===== src/sv/sfcs_pkg.sv =====
// Package with the shared types and constants of the SPI flash command sequencer.
package sfcs_pkg;

    localparam int unsigned PageBytes   = 256;
    localparam int unsigned SectorBytes = 4096;
    localparam int unsigned ChipBytes   = 524288;
    localparam int unsigned PageBits    = $clog2(PageBytes);
    localparam int unsigned ChunkW      = PageBits + 1;

    localparam logic [2:0] CMD_READ  = 3'd0;
    localparam logic [2:0] CMD_PROG  = 3'd1;
    localparam logic [2:0] CMD_ERASE = 3'd2;
    localparam logic [2:0] CMD_DATA  = 3'd3;
    localparam logic [2:0] CMD_REPLY = 3'd4;
    localparam logic [2:0] CMD_TICK  = 3'd5;

    localparam logic [1:0] OP_READ  = 2'd0;
    localparam logic [1:0] OP_PROG  = 2'd1;
    localparam logic [1:0] OP_ERASE = 2'd2;

    localparam logic [1:0] KIND_SPI  = 2'd0;
    localparam logic [1:0] KIND_RD   = 2'd1;
    localparam logic [1:0] KIND_WANT = 2'd2;
    localparam logic [1:0] KIND_DONE = 2'd3;

    localparam logic [1:0] ST_OK      = 2'd0;
    localparam logic [1:0] ST_TIMEOUT = 2'd1;
    localparam logic [1:0] ST_RANGE   = 2'd2;

    localparam logic [7:0] SPI_READ  = 8'h03;
    localparam logic [7:0] SPI_PROG  = 8'h02;
    localparam logic [7:0] SPI_RDSR  = 8'h05;
    localparam logic [7:0] SPI_WREN  = 8'h06;
    localparam logic [7:0] SPI_SE    = 8'h20;
    localparam logic [7:0] SPI_DUMMY = 8'h00;
    localparam logic [7:0] BIT_WEL   = 8'h02;
    localparam logic [7:0] BIT_WIP   = 8'h01;

    localparam logic [15:0] POLL_RESET = 16'd10000;

    typedef enum logic [3:0] {
        PH_IDLE, PH_HDR, PH_RDATA, PH_PAYLOAD, PH_PDATA, PH_WREN,
        PH_POLLCMD, PH_POLLDATA, PH_POLLWAIT, PH_PROGWAIT
    } t_phase;

    typedef struct packed {
        logic [2:0]  command;
        logic [23:0] address;
        logic [19:0] length;
        logic [7:0]  data;
    } t_item;

    typedef struct packed {
        logic [1:0] kind;
        logic [7:0] spi_byte;
        logic       eot;
        logic [7:0] read_byte;
        logic [1:0] status;
    } t_result;

    // Up to three results of one item; count says how many are valid.
    typedef struct packed {
        logic [1:0] count;
        t_result    r0;
        t_result    r1;
        t_result    r2;
    } t_bundle;

    localparam int unsigned QDepth = 4;
    localparam int unsigned QAddrW = $clog2(QDepth);

endpackage


===== src/sv/sfcs_front.sv =====
// Front part: accepts items, runs the flash command state machine and emits result bundles.
module sfcs_front (
    input  logic              i_clk,
    input  logic              i_rst_n,
    input  logic              i_cfg_we,
    input  logic [15:0]       i_cfg_data,
    input  logic              i_valid,
    output logic              o_ready,
    input  sfcs_pkg::t_item   i_item,
    output logic              o_push,
    output sfcs_pkg::t_bundle o_bundle,
    input  logic              i_full
);
    sfcs_pkg::t_phase r_phase, n_phase;
    logic [1:0]  r_op, n_op;
    logic [23:0] r_addr, n_addr;
    logic [19:0] r_rem, n_rem;
    logic [sfcs_pkg::ChunkW-1:0] r_chunk, n_chunk;
    logic [1:0]  r_hdr, n_hdr;
    logic [15:0] r_poll, n_poll;
    logic        r_wel, n_wel;
    logic [15:0] r_limit;
    logic [15:0] limit_eff;
    logic [16:0] poll_inc;
    logic        take;
    sfcs_pkg::t_result res [3];
    logic [1:0]  cnt;
    logic [20:0] room_start, room_cur;
    logic [24:0] end_addr;

    assign o_ready   = !i_full;
    assign take      = i_valid && o_ready;
    assign limit_eff = (r_limit == 16'd0) ? 16'd1 : r_limit;
    assign poll_inc  = {1'b0, r_poll} + 17'd1;
    assign end_addr  = {1'b0, i_item.address} + {5'd0, i_item.length};
    assign room_start = 21'(sfcs_pkg::PageBytes)
        - 21'(i_item.address[sfcs_pkg::PageBits-1:0]);
    assign room_cur = 21'(sfcs_pkg::PageBytes)
        - 21'(r_addr[sfcs_pkg::PageBits-1:0]);

    function automatic sfcs_pkg::t_result mk(input logic [1:0] k, input logic [7:0] sb,
                                             input logic e, input logic [7:0] rb,
                                             input logic [1:0] st);
        sfcs_pkg::t_result r;
        r.kind = k; r.spi_byte = sb; r.eot = e; r.read_byte = rb; r.status = st;
        return r;
    endfunction

    always_comb begin
        n_phase = r_phase; n_op = r_op; n_addr = r_addr; n_rem = r_rem;
        n_chunk = r_chunk; n_hdr = r_hdr; n_poll = r_poll; n_wel = r_wel;
        res[0] = '0; res[1] = '0; res[2] = '0;
        cnt = 2'd0;
        if (take) begin
            case (i_item.command)
                sfcs_pkg::CMD_READ, sfcs_pkg::CMD_PROG, sfcs_pkg::CMD_ERASE: begin
                    if (r_phase == sfcs_pkg::PH_IDLE) begin
                        cnt = 2'd1;
                        if (end_addr > 25'(sfcs_pkg::ChipBytes)) begin
                            res[0] = mk(sfcs_pkg::KIND_DONE, 8'd0, 1'b0, 8'd0,
                                        sfcs_pkg::ST_RANGE);
                        end else if (i_item.length == 20'd0) begin
                            res[0] = mk(sfcs_pkg::KIND_DONE, 8'd0, 1'b0, 8'd0,
                                        sfcs_pkg::ST_OK);
                        end else begin
                            n_op   = i_item.command[1:0];
                            n_addr = i_item.address;
                            n_rem  = i_item.length;
                            n_hdr  = 2'd0;
                            if (i_item.command == sfcs_pkg::CMD_READ) begin
                                res[0]  = mk(sfcs_pkg::KIND_SPI, sfcs_pkg::SPI_READ, 1'b0,
                                             8'd0, sfcs_pkg::ST_OK);
                                n_phase = sfcs_pkg::PH_HDR;
                            end else begin
                                n_chunk = ({1'b0, i_item.length} < room_start) ?
                                    sfcs_pkg::ChunkW'(i_item.length) :
                                    sfcs_pkg::ChunkW'(room_start);
                                res[0]  = mk(sfcs_pkg::KIND_SPI, sfcs_pkg::SPI_WREN, 1'b1,
                                             8'd0, sfcs_pkg::ST_OK);
                                n_phase = sfcs_pkg::PH_WREN;
                            end
                        end
                    end
                end
                sfcs_pkg::CMD_DATA: begin
                    if (r_phase == sfcs_pkg::PH_PAYLOAD) begin
                        cnt = 2'd1;
                        res[0] = mk(sfcs_pkg::KIND_SPI, i_item.data,
                                    r_chunk <= sfcs_pkg::ChunkW'(1), 8'd0, sfcs_pkg::ST_OK);
                        n_phase = sfcs_pkg::PH_PDATA;
                    end
                end
                sfcs_pkg::CMD_TICK: begin
                    if (r_phase == sfcs_pkg::PH_POLLWAIT || r_phase == sfcs_pkg::PH_PROGWAIT)
                    begin
                        cnt = 2'd1;
                        res[0] = mk(sfcs_pkg::KIND_SPI, sfcs_pkg::SPI_RDSR, 1'b0, 8'd0,
                                    sfcs_pkg::ST_OK);
                        if (r_phase == sfcs_pkg::PH_PROGWAIT) begin
                            n_poll = 16'd0;
                            n_wel  = 1'b0;
                        end
                        n_phase = sfcs_pkg::PH_POLLCMD;
                    end
                end
                sfcs_pkg::CMD_REPLY: begin
                    case (r_phase)
                        sfcs_pkg::PH_HDR: begin
                            cnt = 2'd1;
                            if (r_hdr != 2'd3) begin
                                n_hdr = r_hdr + 2'd1;
                                case (r_hdr)
                                    2'd0:    res[0].spi_byte = r_addr[23:16];
                                    2'd1:    res[0].spi_byte = r_addr[15:8];
                                    default: res[0].spi_byte = r_addr[7:0];
                                endcase
                                res[0].kind = sfcs_pkg::KIND_SPI;
                                res[0].eot  = (r_op == sfcs_pkg::OP_ERASE) && (r_hdr == 2'd2);
                            end else if (r_op == sfcs_pkg::OP_READ) begin
                                res[0] = mk(sfcs_pkg::KIND_SPI, sfcs_pkg::SPI_DUMMY,
                                            r_rem == 20'd1, 8'd0, sfcs_pkg::ST_OK);
                                n_phase = sfcs_pkg::PH_RDATA;
                            end else if (r_op == sfcs_pkg::OP_PROG) begin
                                res[0] = mk(sfcs_pkg::KIND_WANT, 8'd0, 1'b0, 8'd0,
                                            sfcs_pkg::ST_OK);
                                n_phase = sfcs_pkg::PH_PAYLOAD;
                            end else begin
                                n_addr = r_addr + 24'(sfcs_pkg::SectorBytes);
                                n_rem  = (r_rem > 20'(sfcs_pkg::SectorBytes)) ?
                                    r_rem - 20'(sfcs_pkg::SectorBytes) : 20'd0;
                                n_poll = 16'd0;
                                n_wel  = 1'b0;
                                res[0] = mk(sfcs_pkg::KIND_SPI, sfcs_pkg::SPI_RDSR, 1'b0,
                                            8'd0, sfcs_pkg::ST_OK);
                                n_phase = sfcs_pkg::PH_POLLCMD;
                            end
                        end
                        sfcs_pkg::PH_RDATA: begin
                            cnt = 2'd2;
                            res[0] = mk(sfcs_pkg::KIND_RD, 8'd0, 1'b0, i_item.data,
                                        sfcs_pkg::ST_OK);
                            n_rem  = (r_rem != 20'd0) ? r_rem - 20'd1 : 20'd0;
                            n_addr = r_addr + 24'd1;
                            if (r_rem > 20'd1) begin
                                res[1] = mk(sfcs_pkg::KIND_SPI, sfcs_pkg::SPI_DUMMY,
                                            r_rem == 20'd2, 8'd0, sfcs_pkg::ST_OK);
                            end else begin
                                res[1] = mk(sfcs_pkg::KIND_DONE, 8'd0, 1'b0, 8'd0,
                                            sfcs_pkg::ST_OK);
                                n_phase = sfcs_pkg::PH_IDLE;
                            end
                        end
                        sfcs_pkg::PH_PDATA: begin
                            n_chunk = (r_chunk != '0) ? r_chunk - sfcs_pkg::ChunkW'(1) : '0;
                            n_rem   = (r_rem != 20'd0) ? r_rem - 20'd1 : 20'd0;
                            n_addr  = r_addr + 24'd1;
                            if (r_chunk > sfcs_pkg::ChunkW'(1)) begin
                                cnt = 2'd1;
                                res[0] = mk(sfcs_pkg::KIND_WANT, 8'd0, 1'b0, 8'd0,
                                            sfcs_pkg::ST_OK);
                                n_phase = sfcs_pkg::PH_PAYLOAD;
                            end else begin
                                n_phase = sfcs_pkg::PH_PROGWAIT;
                            end
                        end
                        sfcs_pkg::PH_WREN: begin
                            cnt = 2'd1;
                            n_poll = 16'd0;
                            n_wel  = 1'b1;
                            res[0] = mk(sfcs_pkg::KIND_SPI, sfcs_pkg::SPI_RDSR, 1'b0, 8'd0,
                                        sfcs_pkg::ST_OK);
                            n_phase = sfcs_pkg::PH_POLLCMD;
                        end
                        sfcs_pkg::PH_POLLCMD: begin
                            cnt = 2'd1;
                            res[0] = mk(sfcs_pkg::KIND_SPI, sfcs_pkg::SPI_DUMMY, 1'b1, 8'd0,
                                        sfcs_pkg::ST_OK);
                            n_phase = sfcs_pkg::PH_POLLDATA;
                        end
                        sfcs_pkg::PH_POLLDATA: begin
                            if ((r_wel && (i_item.data & sfcs_pkg::BIT_WEL) != 8'd0) ||
                                (!r_wel && (i_item.data & sfcs_pkg::BIT_WIP) == 8'd0)) begin
                                cnt = 2'd1;
                                if (r_wel) begin
                                    if (r_op == sfcs_pkg::OP_PROG) begin
                                        n_chunk = ({1'b0, r_rem} < room_cur) ?
                                            sfcs_pkg::ChunkW'(r_rem) :
                                            sfcs_pkg::ChunkW'(room_cur);
                                    end
                                    n_hdr = 2'd0;
                                    res[0] = mk(sfcs_pkg::KIND_SPI,
                                        (r_op == sfcs_pkg::OP_PROG) ? sfcs_pkg::SPI_PROG
                                                                    : sfcs_pkg::SPI_SE,
                                        1'b0, 8'd0, sfcs_pkg::ST_OK);
                                    n_phase = sfcs_pkg::PH_HDR;
                                end else if (r_rem != 20'd0) begin
                                    res[0] = mk(sfcs_pkg::KIND_SPI, sfcs_pkg::SPI_WREN, 1'b1,
                                                8'd0, sfcs_pkg::ST_OK);
                                    n_phase = sfcs_pkg::PH_WREN;
                                end else begin
                                    res[0] = mk(sfcs_pkg::KIND_DONE, 8'd0, 1'b0, 8'd0,
                                                sfcs_pkg::ST_OK);
                                    n_phase = sfcs_pkg::PH_IDLE;
                                end
                            end else begin
                                n_poll = poll_inc[15:0];
                                if (poll_inc[15:0] >= limit_eff) begin
                                    cnt = 2'd1;
                                    res[0] = mk(sfcs_pkg::KIND_DONE, 8'd0, 1'b0, 8'd0,
                                                sfcs_pkg::ST_TIMEOUT);
                                    n_phase = sfcs_pkg::PH_IDLE;
                                end else begin
                                    n_phase = sfcs_pkg::PH_POLLWAIT;
                                end
                            end
                        end
                        default: ;
                    endcase
                end
                default: ;
            endcase
        end
    end

    assign o_push          = take && (cnt != 2'd0);
    assign o_bundle.count  = cnt;
    assign o_bundle.r0     = res[0];
    assign o_bundle.r1     = res[1];
    assign o_bundle.r2     = res[2];

    always_ff @(posedge i_clk) begin
        if (!i_rst_n) begin
            r_phase <= sfcs_pkg::PH_IDLE;
            r_op    <= '0; r_addr <= '0; r_rem <= '0; r_chunk <= '0;
            r_hdr   <= '0; r_poll <= '0; r_wel <= 1'b0;
            r_limit <= sfcs_pkg::POLL_RESET;
        end else begin
            r_phase <= n_phase; r_op <= n_op; r_addr <= n_addr; r_rem <= n_rem;
            r_chunk <= n_chunk; r_hdr <= n_hdr; r_poll <= n_poll; r_wel <= n_wel;
            if (i_cfg_we) begin
                r_limit <= i_cfg_data;
            end
        end
    end
endmodule


===== src/sv/sfcs_back.sv =====
// Back part: a bundle queue and an unroller that sends one result per transaction.
module sfcs_back (
    input  logic              i_clk,
    input  logic              i_rst_n,
    input  logic              i_push,
    input  sfcs_pkg::t_bundle i_bundle,
    output logic              o_full,
    output logic              o_valid,
    input  logic              i_ready,
    output sfcs_pkg::t_result o_result,
    output logic              o_last
);
    sfcs_pkg::t_bundle r_mem [sfcs_pkg::QDepth];
    logic [sfcs_pkg::QAddrW-1:0] r_wp, r_rp;
    logic [sfcs_pkg::QAddrW:0]   r_cnt;
    logic [1:0] r_sub;
    sfcs_pkg::t_bundle head;
    logic pop, done_one;

    assign head     = r_mem[r_rp];
    assign o_full   = (r_cnt == (sfcs_pkg::QAddrW+1)'(sfcs_pkg::QDepth));
    assign o_valid  = (r_cnt != '0);
    assign o_last   = (r_sub == head.count - 2'd1);
    assign done_one = o_valid && i_ready;
    assign pop      = done_one && o_last;

    always_comb begin
        case (r_sub)
            2'd0:    o_result = head.r0;
            2'd1:    o_result = head.r1;
            default: o_result = head.r2;
        endcase
    end

    always_ff @(posedge i_clk) begin
        if (i_push) begin
            r_mem[r_wp] <= i_bundle;
        end
    end

    always_ff @(posedge i_clk) begin
        if (!i_rst_n) begin
            r_wp <= '0; r_rp <= '0; r_cnt <= '0; r_sub <= '0;
        end else begin
            if (i_push) begin
                r_wp <= r_wp + 1'b1;
            end
            if (pop) begin
                r_rp  <= r_rp + 1'b1;
                r_sub <= '0;
            end else if (done_one) begin
                r_sub <= r_sub + 2'd1;
            end
            r_cnt <= r_cnt + (sfcs_pkg::QAddrW+1)'(i_push) - (sfcs_pkg::QAddrW+1)'(pop);
        end
    end
endmodule


===== src/sv/spi_flash_command_sequencer.sv =====
// Top level of the SPI flash command sequencer.
// Channel   Direction  Payload
// s_axis    in         tdata: command, address, length, data
// m_axis    out        tdata: spi_byte, end_of_transfer, read_byte, status; tuser kind; tlast
// cfg       in         poll_limit, write only
// When an item is taken, the state machine decides all its results at once.
// Results queue as bundles of up to three and leave one per cycle while m_axis_tready is high.
// The bundle queue holds four; input is stalled only while it is full.
// Reset is synchronous and active low; poll_limit resets to 10000.
module spi_flash_command_sequencer (
    input  logic        i_clk,
    input  logic        i_rst_n,
    input  logic        i_cfg_we,
    input  logic [15:0] i_cfg_data,
    input  logic        s_axis_tvalid,
    output logic        s_axis_tready,
    input  logic [55:0] s_axis_tdata,   // command[2:0], address[26:3], length[46:27], data[54:47]
    output logic        m_axis_tvalid,
    input  logic        m_axis_tready,
    output logic [23:0] m_axis_tdata,   // spi_byte[7:0], end_of_transfer[8], read_byte[16:9],
                                        // status[18:17]
    output logic [1:0]  m_axis_tuser,   // kind[1:0]
    output logic        m_axis_tlast
);
    sfcs_pkg::t_item   item;
    sfcs_pkg::t_bundle bundle;
    sfcs_pkg::t_result res;
    logic push, full;

    assign item.command = s_axis_tdata[2:0];
    assign item.address = s_axis_tdata[26:3];
    assign item.length  = s_axis_tdata[46:27];
    assign item.data    = s_axis_tdata[54:47];

    sfcs_front u_front (
        .i_clk, .i_rst_n, .i_cfg_we, .i_cfg_data,
        .i_valid(s_axis_tvalid), .o_ready(s_axis_tready), .i_item(item),
        .o_push(push), .o_bundle(bundle), .i_full(full)
    );

    sfcs_back u_back (
        .i_clk, .i_rst_n, .i_push(push), .i_bundle(bundle), .o_full(full),
        .o_valid(m_axis_tvalid), .i_ready(m_axis_tready), .o_result(res),
        .o_last(m_axis_tlast)
    );

    assign m_axis_tdata = {5'd0, res.status, res.read_byte, res.eot, res.spi_byte};
    assign m_axis_tuser = res.kind;

    a_no_push_full: assert property (@(posedge i_clk) disable iff (!i_rst_n)
        !(push && full)) else $error("bundle pushed into a full queue");
    a_push_count: assert property (@(posedge i_clk) disable iff (!i_rst_n)
        push |-> bundle.count != 2'd0) else $error("empty bundle pushed");
    a_done_last: assert property (@(posedge i_clk) disable iff (!i_rst_n)
        (m_axis_tvalid && m_axis_tuser == sfcs_pkg::KIND_DONE) |-> m_axis_tlast)
        else $error("done result not last");
endmodule

===== config.mk =====
export PLATFORM = sky130hd
export DESIGN_NAME = spi_flash_command_sequencer
export DESIGN_NICKNAME = d
export VERILOG_FILES = /design/src/sv/sfcs_pkg.sv /design/src/sv/sfcs_front.sv /design/src/sv/sfcs_back.sv /design/src/sv/spi_flash_command_sequencer.sv
export SDC_FILE = /design/constraint.sdc
export NUM_CORES = 1
export LEC_CHECK = 0
export ABC_AREA = 1
export BUFFER_PORTS_ARGS = -buffer_cell sky130_fd_sc_hd__buf_4
export CAP_MARGIN = 20
export CORE_MARGIN = 2
export CORE_UTILIZATION = 62
export CTS_CLUSTER_SIZE = 12
export DETAILED_ROUTE_END_ITERATION = 8
export PLACE_DENSITY_LB_ADDON = 0.25
export SYNTH_ARGS = -nofsm -noshare
export SYNTH_HDL_FRONTEND = slang
export SYNTH_SLANG_ARGS = --single-unit

===== constraint.sdc =====
create_clock -name i_clk -period 5.5 [get_ports i_clk]
set_input_delay 0.825 -clock i_clk [delete_from_list [all_inputs] [get_ports i_clk]]
set_output_delay 0.825 -clock i_clk [all_outputs]
set_load 0.1 [all_outputs]

==> metrics.csv, run 1 <==
stage;metric;value;unit
outcome;status;finished, final reports clean;
layout;commonest non-fill, non-tap cell in the layout;nand2_1;
global_route;total gr overflow;0;
placed_design;I/O Buffers;99;
timing;setup ws final;0.680;ns
setup_path;kind of critical path;reg -> reg;
timing;f_max;207;MHz
timing;min cycle time layout;4.82;ns
detailed_routing;1st-pass router iterations;5;
setup_path;stages on the worst setup path;28;
yosys;EDFF count, synth;100;
power;Leak;7.47;nW
placed_design;placed cell count;2502;
setup_path;Buf+Inv Stages, Crit Path;5;
detailed_routing;Final ANT Viol Nets;0;
setup_path;Register-to-Register Path Depth;28;
yosys;XOR/XNOR Fraction of Synth Area;3.10;%
job;MaxCap Viol Count;0;
placed_design;DP Area;0.0156;mm2
setup_path;crit start category;flip-flop;
global_route;vias in the first global route;13600;
yosys;Post-Synth Simple-Gate Area;30.3;%
clock_tree;Post CTS Setup Buffer Count;0;
layout;fin cells;2542;
detailed_routing;DRT iter0 DRCs;1248;
layout;Layout area overhead;11.5;%
yosys;post-synthesis adder-cell area fraction;6.84;%
layout;Fillers;1941;
layout;final net count;2364;
setup_path;Crit path largest cell delay;0.42;ns
yosys;Yosys reg bits;205;
clock_tree;CTS buffer count;23;
detailed_routing;Routed WL;41.8;mm
die;row cnt;56;
power;pwr/cell area;352;mW/mm2
setup_path;Crit Path Max Fanout;5;
timing;final hold vios;0;
die;Die W;158;um
placed_design;pre-CTS setup slack;0.752;ns
timing;skew final;0.0247;ns
setup_path;FF-to-FF Start;u_front.r_poll[0];
global_route;initial antenna violation count;0;
layout;layout cells sized above 1;8.50;%
die;die height;158;um
min_path;Hold Path Depth;2;
detailed_routing;WL/cell;16.4;um
placed_design;GP Congestion;1.00;
die;effective utilization at floorplan;62.9;%
global_route;first-pass GRT wire length;65.9;mm
timing;Slew Limit Fails;0;
detailed_routing;DR vias/cell;5.75;
yosys;mux cell area share after synthesis;0;%
setup_path;Reg2Reg Setup Slack;0.68;ns
clock_tree;post-CTS resize count;0;
layout;ANT cells;0;
die;core area;0.0233;mm2
clock_tree;Clock Sinks;205;
setup_path;CP max stage cell;fa_1;
yosys;post-synthesis average cell area;6.85;um2
timing;Tcrit/Tclk final;87.6;%
global_route;global-route usage over all layers;32.9;%
yosys;Primary FF master, synth;dfxtp_1;
yosys;Cells after Synth;2141;
global_route;largest net degree at the start of global routing;82;
layout;most frequent cells in the layout;nand2_1, nor2_1, inv_1;
setup_path;worst path required time;5.92;ns
clock_tree;hold_buf cts;0;
setup_path;Most common cell on crit path;nand2_1;
clock_tree;Skew-Pair Late Insertion Delay;0.52;ns
setup_path;CP endpoint kind;flip-flop;
min_path;Hold Crit Start;u_back.r_rp[0];
timing;setup_tns;0;ns
detailed_routing;drt drc;0;
layout;fin area;0.0164;mm2
timing;RSZ-0062 raised after global routing;false;
timing;# setup viols final;0;
yosys;Synth Cell Area;0.0147;mm2
power;peak supply drop;339;uV
clock_tree;CTS clk-pin slew, worst paths;0.06;ns
detailed_routing;Vias;14600;
die;die area;0.0249;mm2
min_path;Worst Hold Path EP;u_back.r_rp[0];
setup_path;R2R Path End;u_back.r_cnt[1];
clock_tree;Root Driver;clkbuf_16;
timing;Hold Slack;0.465;ns
yosys;ys async rst share;0;%
yosys;Synth cell types;55;
setup_path;CP top delay family;simple AND/OR/NAND/NOR gates;
layout;area of the multi-input gates;0.00814;mm2
layout;Util after Layout;70.2;%
power;Final Power;5.76;mW
die;# IOs;106;
clock_tree;CTS max path bufs;3;
yosys;main combinational cell family by area after synthesis;simple AND/OR/NAND/NOR gates;
clock_tree;H-tree Lvls;1;
yosys;compound-cell area share of the yosys netlist;15.0;%
setup_path;CP arrival;5.24;ns
timing;slew margin rel.;39.1;%
timing;Slew @ Worst Pin;0.913;ns
min_path;Worst Hold Class;reg -> reg;
clock_tree;CTS tree;done;
placed_design;post-DP HPWL;30.8;mm
layout;register area;0.00510;mm2
yosys;synth warn;0;
yosys;sequential share of the synthesized area;34.8;%
==> layer usage <==
metal / vias to the layer above / part of all wire [%] / track usage, % / routed length (um)
li1: 7190 / - / - / -
met1: 6607 / 40 / 41.3 / 16800
met2: 696 / 48 / 57.4 / 20200
met3: 136 / 7.9 / 4.22 / 3300
met4: 0 / 3.7 / 13.4 / 1540
met5: - / 0 / 0 / 0
==> sequential cells by signal, summed over array words and instances, names as in the netlist, named ones only <==
register	count
u_front.r_op	2
u_front.r_wel	1
u_front.r_limit	16
u_front.r_phase	4
u_front.r_chunk	9
u_front.r_rem	20
u_back.r_mem	100
u_back.r_cnt	3
u_front.r_hdr	2
u_back.r_rp	2
u_back.r_sub	2
u_front.r_poll	16
u_front.r_addr	24
u_back.r_wp	2
==> cells in the mapped netlist, drive strengths merged, types with 6 or more instances <==
master / instances / area (um2)
nand3: 118 / 616
a21oi: 207 / 1040
nor4: 15 / 130
nand4: 26 / 163
nor2: 334 / 1280
a211oi: 9 / 67.6
xor2: 40 / 350
clkbuf: 45 / 169
inv: 287 / 1080
o22ai: 20 / 125
buf: 31 / 206
a31oi: 6 / 37.5
nor3: 43 / 236
edfxtp: 100 / 3000
dfxtp: 105 / 2100
ha: 77 / 963
xnor2: 12 / 105
nand2: 465 / 1760
a32oi: 6 / 52.6
o21ai: 126 / 631
nand3b: 23 / 173
==> final cells by class <==
cell class	instances	area share, %
clock inverters	5	0.627
flip-flops and latches	205	31.2
repair buffers	114	5.23
inverters	289	6.63
well taps	319	2.44
multi-input cells	1575	49.7
clock buffers	35	4.17
==> worst reg2reg max path, delay by kind of cell (launching register included) <==
family                   cells  cell delay, ns
flip-flops                   1            0.40
AND/OR/NAND/NOR             17            2.43
XOR/XNOR                     1            0.22
buffers and inverters        5            0.30
adder cells (fa/ha/maj)      4            1.15
AO/OA/AOI/OAI                1            0.22
==> cells by family after synthesis <==
family	after synthesis
fa+ha+maj	79
xor+xnor	52
simple gates	1034
compound gates	405
buf+inv	365
flops	205
other cells	1
==> worst max path at each step <==
stage	to	startpoint	slack [ns]
after floorplan	u_back.r_mem[0][10]	u_front.r_poll[0]	1.19
after global placement	u_back.r_cnt[1]	u_front.r_poll[0]	0.88
after detailed placement	u_back.r_cnt[1]	u_front.r_poll[0]	0.75
after CTS	u_back.r_cnt[1]	u_front.r_poll[0]	0.72
after global routing	u_back.r_cnt[1]	u_front.r_poll[0]	0.17
final	u_back.r_cnt[1]	u_front.r_poll[0]	0.68
==> where the power goes <==
part           total [mW]  switching (mW)  internal [mW]
Clock                1.60           0.606          0.991
Sequential           1.80           0.100           1.70
Combinational        2.36            1.75          0.617
Total                5.76            2.45           3.31
Note: power is estimated with default switching activity, not from simulation.
==> run 2, diff against run 1 <==
--- a/config.mk
+++ b/config.mk
@@ -5,7 +5,6 @@
 export SDC_FILE = /design/constraint.sdc
 export NUM_CORES = 1
 export LEC_CHECK = 0
-export ABC_AREA = 1
 export BUFFER_PORTS_ARGS = -buffer_cell sky130_fd_sc_hd__buf_4
 export CAP_MARGIN = 20
 export CORE_MARGIN = 2
==> metrics.csv, run 2 <==
stage;metric;value;unit
outcome;status;finished, final reports clean;
setup_path;CP max stage cell;dfxtp_1;
placed_design;placed cell count;1823;
die;# IOs;106;
setup_path;Most common cell on crit path;and3_1;
detailed_routing;uppermost layer routed;met4;
clock_tree;CTS buffer count;23;
global_route;initial antenna violation count;0;
timing;setup_tns;0;ns
layout;Reg with most FFs;u_back.r_mem;
layout;layout cells sized above 1;14.7;%
detailed_routing;Vias;12400;
timing;Slew @ Worst Pin;1.07;ns
power;Leak;6.05;nW
layout;final net count;1726;
clock_tree;CTS tree;done;
clock_tree;post-CTS resize count;0;
setup_path;Buf+Inv Stages, Crit Path;2;
yosys;ys async rst share;0;%
yosys;Synth cell types;97;
timing;RSZ-0062 raised after global routing;false;
layout;most frequent cells in the layout;nand2_1, nor2_1, buf_4;
detailed_routing;DR vias/cell;6.66;
power;pwr/cell area;332;mW/mm2
power;peak supply drop;209;uV
clock_tree;Root Driver;clkbuf_16;
layout;commonest non-fill, non-tap cell in the layout;nand2_1;
clock_tree;Post CTS Setup Buffer Count;0;
power;Final Power;5.12;mW
die;die area;0.0234;mm2
detailed_routing;met3 WL post-DR;3.72;mm
global_route;vias in the first global route;11800;
setup_path;Crit path largest cell delay;0.40;ns
yosys;most common cell in the synthesized netlist;nand2_1;
yosys;most area-hungry cell type in the Yosys netlist;edfxtp_1;
timing;# setup viols final;0;
job;MaxCap Viol Count;0;
detailed_routing;Final ANT Viol Nets;0;
layout;Layout area overhead;12.0;%
clock_tree;Clock Sinks;205;
layout;number of flip-flops under the largest register name;100;
detailed_routing;DRT iter0 DRCs;1586;
timing;slew margin rel.;28.6;%
placed_design;post-DP HPWL;27.9;mm
setup_path;Crit Path Max Fanout;8;
placed_design;I/O Buffers;99;
die;Die W;153;um
global_route;largest net degree at the start of global routing;64;
setup_path;FF-to-FF Start;u_front.r_poll[0];
yosys;sequential share of the synthesized area;37.1;%
die;core area;0.0218;mm2
setup_path;CP endpoint kind;flip-flop;
yosys;Yosys reg bits;205;
min_path;Worst Hold Class;reg -> reg;
timing;Slew Limit Fails;0;
min_path;Worst Hold Path EP;u_front.r_chunk[5];
detailed_routing;Routed WL;39.2;mm
detailed_routing;1st-pass router iterations;6;
yosys;Primary FF master, synth;dfxtp_1;
setup_path;critical-path cell list;ha_1, and3_1, and3_1, and3_1, and3_1, and3_1, nand3_1, xnor2_1, ha_1, nand4_1, a211oi_1, o41a_1, o31ai_1, a21oi_1, nor3b_1, buf_4, ha_1, inv_1, ha_1, fa_1, xnor2_1, nor2_1;
yosys;post-synthesis average cell area;9.12;um2
detailed_routing;drt drc;0;
yosys;synth warn;0;
placed_design;GP Congestion;0.955;
setup_path;Register-to-Register Path Depth;22;
die;effective utilization at floorplan;63.1;%
detailed_routing;wire length on met2;18.4;mm
layout;biggest regs;u_back.r_mem: 100 flops, u_front.r_addr: 24 flops, u_front.r_rem: 20 flops;
layout;fin cells;1867;
yosys;top cells by area, synth;edfxtp_1, dfxtp_1, ha_1, mux4_2, nand2_1;
timing;skew final;0.0317;ns
setup_path;kind of critical path;reg -> reg;
clock_tree;H-tree Lvls;1;
clock_tree;Skew-Pair Late Insertion Delay;0.54;ns
global_route;global-route usage over all layers;32.8;%
die;row cnt;54;
setup_path;CP top delay family;simple AND/OR/NAND/NOR gates;
yosys;top cells by count, synth;nand2_1, nor2_1, dfxtp_1, edfxtp_1, a21oi_1;
setup_path;R2R Path End;u_back.r_cnt[2];
timing;f_max;200;MHz
setup_path;crit start category;flip-flop;
min_path;Hold Crit Start;u_front.r_chunk[5];
clock_tree;hold_buf cts;0;
global_route;first-pass GRT wire length;62.9;mm
layout;Fillers;1670;
yosys;Synth Cell Area;0.0138;mm2
min_path;Hold Path Depth;2;
setup_path;CP arrival;5.41;ns
timing;Tcrit/Tclk final;91.0;%
clock_tree;CTS max path bufs;3;
yosys;EDFF count, synth;100;
layout;ANT cells;0;
detailed_routing;Post-Route M1 WL;15.9;mm
clock_tree;CTS clk-pin slew, worst paths;0.06;ns
timing;final hold vios;0;
yosys;Cells after Synth;1510;
timing;min cycle time layout;5.01;ns
setup_path;worst path required time;5.91;ns
detailed_routing;WL/cell;21.0;um
global_route;total gr overflow;0;
setup_path;Reg2Reg Setup Slack;0.49;ns
yosys;Synth top area share;21.8;%
die;die height;153;um
-- run 2: cell count changes in the layout (fill, tap and decap cells not counted), sizes merged, moves of 18 or more --
cell,before,now
xnor2,12,33
o211ai,4,23
nand2,465,148
and2,0,31
a211oi,9,27
mux2i,0,43
mux4,0,25
o21ai,126,77
and3,1,20
nor2,334,125
nand3,118,35
a21oi,207,103
inv,287,67
-- run 2: through the flow --
stage / hold slack (ns) / worst slack (ns) / util [%] / area [um2]
after detailed placement: 0.476 / 0.549 / 67.2 / 14700
after floorplan: 0.457 / 0.813 / - / 13800
final: 0.486 / 0.493 / 70.6 / 15400
after global placement: 0.468 / 0.604 / 67.2 / 14700
after CTS: 0.484 / 0.502 / 70.6 / 15400
after global routing: 0.513 / 0.103 / 70.6 / 15400
-- run 2: how the worst max path moves through the flow --
stage | startpoint | to | depth (start not counted)
floorplan | u_front.r_poll[0] | u_back.r_mem[0][10] | 16
global placement | s_axis_tdata[3] | u_front.r_chunk[6] | 14
detailed placement | s_axis_tdata[3] | u_front.r_chunk[8] | 14
CTS | u_front.r_poll[0] | u_back.r_cnt[2] | 22
global route | u_front.r_poll[0] | u_back.r_cnt[2] | 22
finish | u_front.r_poll[0] | u_back.r_cnt[2] | 22
-- run 2: cell type report --
class	instances	area (um2)	share of cell area (%)
Multi-Input combinational cell	1157	8090	52.5
Sequential cell	205	5110	33.1
Timing Repair Buffer	117	878	5.70
Clock buffer	33	643	4.17
Tap cell	280	350	2.27
Inverter	66	248	1.61
Clock inverter	9	100	0.649
-- run 2: tightest hold or removal path, cell delays in order, from the launching register on --
cell,delay [ns]
dfxtp_1,0.32
nand2_1,0.06
mux2i_1,0.05
-- run 2: metal layers --
metal	track usage [%]	vias up
li1	-	5741
met1	45.2	5858
met2	53.9	723
met3	4.71	112
met4	10.1	0
met5	0	-
-- run 2: kinds of logic (layout without fill, tap and decap cells) --
| family | Yosys count | in the layout | synth area share (%) |
|---|---|---|---|
| AO/OA/AOI/OAI | 397 | 397 | 19.9 |
| other | 1 | 5 | 0.0272 |
| multiplexers | 71 | 71 | 7.46 |
| flip-flops | 205 | 205 | 37.1 |
| buffers and inverters | 152 | 225 | 4.42 |
| AND/OR/NAND/NOR | 543 | 543 | 19.9 |
| adder cells (fa/ha/maj) | 79 | 79 | 7.29 |
| XOR/XNOR | 62 | 62 | 3.94 |
-- run 2: power breakdown --
part / internal, mW / switching (mW) / leakage (nW)
Combinational: 0.578 / 1.22 / 3.88
Clock: 0.907 / 0.634 / 0.363
Sequential: 1.68 / 0.106 / 1.80
